`src/oems_pkg.sv`:
```
// Shared constants and helpers for the odd-even merge float sorter.
`timescale 1ns / 1ps
`default_nettype none
package oems_pkg;
    localparam int MaxElements = 64;
    localparam int IdxW = $clog2(MaxElements);
    localparam int CntW = $clog2(MaxElements + 1);

    // Returns 1 when float a is strictly greater than float b.
    function automatic logic fp_gt(input logic [31:0] a, input logic [31:0] b);
        logic a_nan;
        logic b_nan;
        logic a_zero;
        logic b_zero;
        logic res;
        a_nan = (a[30:23] == 8'hFF) && (a[22:0] != 23'd0);
        b_nan = (b[30:23] == 8'hFF) && (b[22:0] != 23'd0);
        a_zero = (a[30:0] == 31'd0);
        b_zero = (b[30:0] == 31'd0);
        if (a_nan || b_nan || (a_zero && b_zero))
            res = 1'b0;
        else if (a[31] != b[31])
            res = b[31];
        else if (!a[31])
            res = (a[30:0] > b[30:0]);
        else
            res = (a[30:0] < b[30:0]);
        return res;
    endfunction
endpackage
`default_nettype wire

```
`src/oems_cmp.sv`:
```
// Registered float compare unit shared by every compare-exchange.
`timescale 1ns / 1ps
`default_nettype none
module oems_cmp (
    input  wire logic        clk,
    input  wire logic [31:0] a,
    input  wire logic [31:0] b,
    output logic             gt
);
    import oems_pkg::*;
    logic gt_reg;
    always_ff @(posedge clk)
    begin
        gt_reg <= fp_gt(a, b);
    end
    assign gt = gt_reg;
endmodule
`default_nettype wire

```
`src/odd_even_merge_sort_float.sv`:
```
// Top level of the odd-even merge float sorter.
`timescale 1ns / 1ps
`default_nettype none
// Loads up to 64 floats one per transfer, sorts them with Batcher's odd-even merge
// network and sends them out in ascending order with tlast on the final one. Sorting
// steps through every (p, k, j, i) position of the iterative network for the padded
// size; each compare-exchange works on the element memory and the one shared comparator
// in turn (read, read, compare, two writes), and a skipped slot only advances the
// position. Each output element is read from memory and then registered onto the output.
// s_tready is low while sorting and emitting.
module odd_even_merge_sort_float (
    input  wire logic        clk,
    input  wire logic        rst_n,
    input  wire logic        s_tvalid,
    output logic             s_tready,
    input  wire logic [31:0] s_tdata,   // in_value
    input  wire logic        s_tlast,   // in_last
    output logic             m_tvalid,
    input  wire logic        m_tready,
    output logic [31:0]      m_tdata,   // sorted_value
    output logic             m_tlast    // out_last
);
    import oems_pkg::*;

    localparam logic [2:0] ST_LOAD  = 3'd0;
    localparam logic [2:0] ST_SLOT  = 3'd1;
    localparam logic [2:0] ST_RDB   = 3'd2;
    localparam logic [2:0] ST_CMP   = 3'd3;
    localparam logic [2:0] ST_WRA   = 3'd4;
    localparam logic [2:0] ST_WRB   = 3'd5;
    localparam logic [2:0] ST_EMRD  = 3'd6;
    localparam logic [2:0] ST_EMIT  = 3'd7;

    logic [31:0] mem [MaxElements];
    logic [31:0] rdata_reg;
    logic [31:0] va_reg;

    logic [2:0]      state_reg;
    logic [CntW-1:0] cnt_reg;
    logic [CntW-1:0] pad_reg;
    logic [CntW:0]   p_reg;
    logic [CntW:0]   k_reg;
    logic [CntW:0]   j_reg;
    logic [CntW:0]   i_reg;
    logic [CntW-1:0] eidx_reg;
    logic [31:0]     out_data_reg;
    logic            out_last_reg;
    logic            out_valid_reg;

    // Iterative form of the odd-even merge network: index a = i + j, b = a + k.
    logic [CntW+1:0] ia;
    logic [CntW+1:0] ib;
    logic [CntW+1:0] blk_mask;
    logic            slot_ok;
    logic            gt;
    logic            wr_en;
    logic [IdxW-1:0] wr_addr;
    logic [31:0]     wr_data;
    logic [IdxW-1:0] rd_addr;

    assign ia = {1'b0, i_reg} + {1'b0, j_reg};
    assign ib = ia + {1'b0, k_reg};
    // Both positions must fall in the same merge block of size 2p.
    assign blk_mask = {p_reg, 1'b0} - 1'b1;
    assign slot_ok = (ib < {2'b0, cnt_reg})
        && (((ia ^ ib) & ~blk_mask) == '0);

    oems_cmp u_cmp (
        .clk (clk),
        .a   (va_reg),
        .b   (rdata_reg),
        .gt  (gt)
    );

    always_comb
    begin
        wr_en = 1'b0;
        wr_addr = cnt_reg[IdxW-1:0];
        wr_data = s_tdata;
        rd_addr = ia[IdxW-1:0];
        case (state_reg)
            ST_LOAD:
            begin
                wr_en = s_tvalid && (cnt_reg < CntW'(MaxElements));
            end
            ST_SLOT: rd_addr = ia[IdxW-1:0];
            ST_RDB:  rd_addr = ib[IdxW-1:0];
            ST_CMP:  rd_addr = ib[IdxW-1:0];
            ST_WRA:
            begin
                wr_en = gt;
                wr_addr = ia[IdxW-1:0];
                wr_data = rdata_reg;
            end
            ST_WRB:
            begin
                wr_en = 1'b0;
            end
            ST_EMRD: rd_addr = eidx_reg[IdxW-1:0];
            default: rd_addr = ia[IdxW-1:0];
        endcase
    end

    logic wrb_en_reg;
    always_ff @(posedge clk)
    begin
        if (wr_en)
            mem[wr_addr] <= wr_data;
        else if (state_reg == ST_WRB && wrb_en_reg)
            mem[ib[IdxW-1:0]] <= va_reg;
        rdata_reg <= mem[rd_addr];
        if (state_reg == ST_RDB)
            va_reg <= rdata_reg;
        if (state_reg == ST_WRA)
            wrb_en_reg <= gt;
    end

    assign s_tready = (state_reg == ST_LOAD);
    assign m_tvalid = out_valid_reg;
    assign m_tdata = out_data_reg;
    assign m_tlast = out_last_reg;

    logic [CntW:0] next_p;
    logic [CntW:0] next_k;
    logic [CntW:0] next_j;
    logic [CntW:0] next_i;
    logic          done;

    // Loop order: p doubles, k halves from p, j steps by 2k from k mod p, i over 0..k-1.
    always_comb
    begin
        next_p = p_reg;
        next_k = k_reg;
        next_j = j_reg;
        next_i = i_reg + 1'b1;
        done = 1'b0;
        if (next_i == k_reg)
        begin
            next_i = '0;
            next_j = j_reg + {k_reg[CntW-1:0], 1'b0};
            if (next_j + k_reg >= {1'b0, pad_reg})
            begin
                next_k = k_reg >> 1;
                if (next_k == '0)
                begin
                    next_p = {p_reg[CntW-1:0], 1'b0};
                    next_k = next_p;
                    if (next_p >= {1'b0, pad_reg})
                        done = 1'b1;
                end
                next_j = next_k & (next_p - 1'b1);
            end
        end
    end

    always_ff @(posedge clk or negedge rst_n)
    begin
        if (!rst_n)
        begin
            state_reg <= ST_LOAD;
            cnt_reg <= '0;
            pad_reg <= '0;
            p_reg <= '0;
            k_reg <= '0;
            j_reg <= '0;
            i_reg <= '0;
            eidx_reg <= '0;
            out_valid_reg <= 1'b0;
            out_data_reg <= '0;
            out_last_reg <= 1'b0;
        end
        else
        begin
            case (state_reg)
                ST_LOAD:
                begin
                    if (s_tvalid)
                    begin
                        logic [CntW-1:0] n;
                        logic [CntW-1:0] pd;
                        n = (cnt_reg < CntW'(MaxElements)) ? cnt_reg + 1'b1 : cnt_reg;
                        cnt_reg <= n;
                        if (s_tlast)
                        begin
                            pd = CntW'(1);
                            for (int s = 0; s < IdxW; s++)
                                if (pd < n)
                                    pd = {pd[CntW-2:0], 1'b0};
                            pad_reg <= pd;
                            p_reg <= (CntW+1)'(1);
                            k_reg <= (CntW+1)'(1);
                            j_reg <= (CntW+1)'(1) & '0;
                            i_reg <= '0;
                            eidx_reg <= '0;
                            state_reg <= (pd > CntW'(1)) ? ST_SLOT : ST_EMRD;
                        end
                    end
                end
                ST_SLOT:
                begin
                    if (slot_ok)
                        state_reg <= ST_RDB;
                    else
                    begin
                        p_reg <= next_p;
                        k_reg <= next_k;
                        j_reg <= next_j;
                        i_reg <= next_i;
                        state_reg <= done ? ST_EMRD : ST_SLOT;
                    end
                end
                ST_RDB: state_reg <= ST_CMP;
                ST_CMP: state_reg <= ST_WRA;
                ST_WRA: state_reg <= ST_WRB;
                ST_WRB:
                begin
                    p_reg <= next_p;
                    k_reg <= next_k;
                    j_reg <= next_j;
                    i_reg <= next_i;
                    state_reg <= done ? ST_EMRD : ST_SLOT;
                end
                ST_EMRD:
                begin
                    if (!out_valid_reg || m_tready)
                    begin
                        out_valid_reg <= 1'b0;
                        state_reg <= ST_EMIT;
                    end
                end
                ST_EMIT:
                begin
                    out_valid_reg <= 1'b1;
                    out_data_reg <= rdata_reg;
                    out_last_reg <= (eidx_reg + 1'b1 == cnt_reg);
                    if (eidx_reg + 1'b1 == cnt_reg)
                    begin
                        cnt_reg <= '0;
                        state_reg <= ST_LOAD;
                    end
                    else
                    begin
                        eidx_reg <= eidx_reg + 1'b1;
                        state_reg <= ST_EMRD;
                    end
                end
                default: state_reg <= ST_LOAD;
            endcase
            if (state_reg != ST_EMIT && out_valid_reg && m_tready && state_reg != ST_EMRD)
                out_valid_reg <= 1'b0;
        end
    end

    a_no_load_while_busy: assert property (@(posedge clk) disable iff (!rst_n)
        (state_reg != ST_LOAD) |-> !s_tready)
        else $error("input ready while busy");
    a_cnt_bound: assert property (@(posedge clk) disable iff (!rst_n)
        cnt_reg <= CntW'(MaxElements))
        else $error("count overflow");
    a_hold_output: assert property (@(posedge clk) disable iff (!rst_n)
        (m_tvalid && !m_tready) |=> (m_tvalid && $stable(m_tdata)))
        else $error("output dropped");
endmodule
`default_nettype wire
```
`config.mk`:
```
export PLATFORM = sky130hd
export DESIGN_NAME = odd_even_merge_sort_float
export DESIGN_NICKNAME = d
export VERILOG_FILES = /design/src/oems_pkg.sv /design/src/oems_cmp.sv /design/src/odd_even_merge_sort_float.sv
export SDC_FILE = /design/constraint.sdc
export NUM_CORES = 2
export LEC_CHECK = 0
export ABC_AREA = 1
export BUFFER_PORTS_ARGS = -buffer_cell sky130_fd_sc_hd__buf_2
export CORE_MARGIN = 2
export CORE_UTILIZATION = 46
export DETAILED_ROUTE_END_ITERATION = 16
export PLACE_DENSITY = 0.65
export SKIP_CTS_REPAIR_TIMING = 1
export SYNTH_ARGS = -nofsm -noshare
export SYNTH_HDL_FRONTEND = slang
export SYNTH_HIERARCHICAL = 1
export SYNTH_SLANG_ARGS = --single-unit
```
`constraint.sdc`:
```
create_clock -name clk -period 6.9 [get_ports clk]
set_input_delay 1.035 -clock clk [delete_from_list [all_inputs] [get_ports clk]]
set_output_delay 1.035 -clock clk [all_outputs]
set_load 0.01 [all_outputs]
```
==> results.py <==
metrics = {
    "worst_setup_path": {
        "endpoint_kind": "flop",
        "rr_endpoint": "state_reg[0]",
        "crit_type": "reg2reg",
        "slowest_stage": "dfrtp_1",
        "worst_setup_path_start_kind": "flop",
        "cp_max_fo": 8,
        "reg2reg_slack_ns": 0.56,
        "required_ns": 7.62,
        "r2r_cells": 48,
        "worst_path_most_repeated_cell": "nand2_1",
        "cpPeakStageDelay_ns": 0.40,
        "r2r-start": "cnt_reg[0]",
        "arrival_ns": 7.06,
    },
    "route": {
        "drt_pass1_iterations": 8,
        "ant_nets": 0,
        "vias": 62132,
        "drc": 0,
        "viasPerCell": 5.655,
        "post_drt_wl_per_cell_um": 23.13,
        "drtIter0Drc": 8239,
        "wl_um": 254200,
    },
    "run_status": {
        "status": "finished clean",
    },
    "timing": {
        "period_share": 0.9185,
        "tightest_slew_ns": 1.337,
        "timing.final.crit_period_ns": 6.338,
        "hold_viol": 0,
        "slew_headroom": 0.1068,
        "grt_setup_unrepaired": "false",
        "setup_violations": 0,
        "fin_skew_ns": 0.03512,
        "fmax_mhz": 157.8,
        "slew_viol_final": 0,
        "fin_tns_setup_ns": 0,
    },
    "finish": {
        "final_cell_mix": "edfxtp_1 (2081), inv_1 (1237), nand3_1 (1006)",
        "final_common_cell": "edfxtp_1",
        "fill_cells": 17032,
        "final_nets": 8273,
        "multi_input_area_um2": 22920,
        "largest-register": "mem",
        "register_area_um2": 65400,
        "largest_reg_flops": 2048,
        "drive_gt1_frac": 0.09132,
        "area_delta_synth_final_pct": 12.38,
    },
    "cts": {
        "clkLatencyLatePin_ns": 0.86,
        "cts_tree": "yes",
        "cts-htree-levels": 4,
        "cts.sinks": 2204,
        "clockBufferDepth": 3,
        "cts_root_buf": "clkbuf_16",
        "clk_pin_slew_ns": 0.06,
        "numCtsBuffers": 220,
    },
    "logic_synthesis": {
        "async_flop_share": 0.04083,
        "yosysWarningCount": 6,
        "syn_area_per_cell_um2": 11.62,
        "ys_ff_latch": 2204,
        "synth_edf_count": 2081,
        "synthFlopType": "edfxtp_1",
        "synth-seq-area-share": 0.6960,
        "syn-num-nets": 8230,
        "synth_area_um2": 93970,
        "synth.distinct_cells": 53,
        "syn_inst": 8088,
    },
    "placement": {
        "post-dp-hpwl_um": 148800,
        "routabilityCongestion": 0.8876,
        "io_buffers": 71,
    },
    "floorplan": {
        "std_cell_rows": 165,
        "pin_count": 72,
        "start_util": 0.4640,
        "die_w_um": 456.0,
        "die_y_um": 456.0,
        "core_area_um2": 202500,
        "die_area_um2": 207900,
    },
    "global_routing": {
        "grt_max_degree": 187,
        "grt_pass1_vias": 58358,
        "antenna_found_initial": 10,
        "gr-total-overflow": 0,
        "grt_usage": 0.2395,
        "grt_pass1_wl_um": 375600,
    },
    "min_path": {
        "hp-class": "in2async",
    },
    "flow_run": {
        "drv_cap": 0,
    },
}
==> cell families after synthesis <==
kind of cell             after synthesis  synth area share
AO/OA/AOI/OAI                       1828            0.1128
buffers and inverters               1743           0.07016
flip-flops                          2204            0.6960
adder cells (fa/ha/maj)              105           0.01430
XOR/XNOR                              39          0.003635
AND/OR/NAND/NOR                     2169            0.1031
==> Yosys cell counts (all sizes together) (27+ instances only) <==
cell type / n / area share
o211ai: 522 / 0.042
nor3: 27 / 0.0015
ha: 101 / 0.013
o21ai: 676 / 0.036
dfxtp: 33 / 0.0070
edfxtp: 2081 / 0.67
dfrtp: 90 / 0.024
nand2: 909 / 0.037
a21oi: 570 / 0.030
clkbuf: 352 / 0.014
buf: 121 / 0.0053
inv: 1266 / 0.051
nor2: 179 / 0.0076
nand4: 27 / 0.0019
nand3: 1008 / 0.054
xor2: 29 / 0.0027
==> how the worst max path moves through the flow <==
stage,from,to,slack (ns),cells after the start
global placement,cnt_reg[0],state_reg[0],0.14,50
global route,cnt_reg[1],state_reg[0],0.005,51
floorplan,cnt_reg[0],state_reg[0],0.31,44
finish,cnt_reg[0],state_reg[0],0.56,48
detailed placement,cnt_reg[0],state_reg[0],0.16,48
CTS,cnt_reg[0],state_reg[0],0.15,48
==> area by class of cell <==
cell class	instances	area share
clock inverters	110	0.008495
multi-input cells	4141	0.2171
diodes	4	0.00009478
repair buffers	294	0.02200
flip-flops and latches	2204	0.6193
well taps	2672	0.03166
clock buffers	292	0.05596
inverters	1270	0.04540
==> critical path: cells and delay by family (launching register included) <==
family                   cells  cell delay (ns)
AO/OA/AOI/OAI                6             0.78
buffers and inverters        8             0.70
AND/OR/NAND/NOR             28             2.75
adder cells (fa/ha/maj)      6             1.59
flip-flops                   1             0.40
==> routing by layer <==
layer / wire length, um / global-route usage / vias up
met2: 115300 / 0.3725 / 2702
met1: 107000 / 0.3417 / 30266
li1: - / - / 28717
met5: 34 / 0 / -
met4: 9471 / 0.08605 / 6
met3: 22390 / 0.03812 / 441
==> per-stage QoR <==
| step | cell area (um2) | utilization | setup slack [ns] | cells | hold WS [ns] |
|---|---|---|---|---|---|
| 3_3_place_gp | 98740 | 0.4875 | 0.1446 | 10580 | 0.4455 |
| 5_1_grt | 105600 | 0.5214 | 0.004865 | 10983 | 0.1432 |
| 3_5_place_dp | 98740 | 0.4875 | 0.1555 | 10580 | 0.4421 |
| 6_report | 105600 | 0.5214 | 0.5624 | 10987 | 0.1276 |
| 4_1_cts | 105500 | 0.5211 | 0.1455 | 10982 | 0.09660 |
| 2_1_floorplan | 93970 | - | 0.3078 | 8088 | 0.4086 |
Power is left out: the tool's default activity adds up to more than one toggle a clock period on the data nets, which glitch-free logic cannot reach.
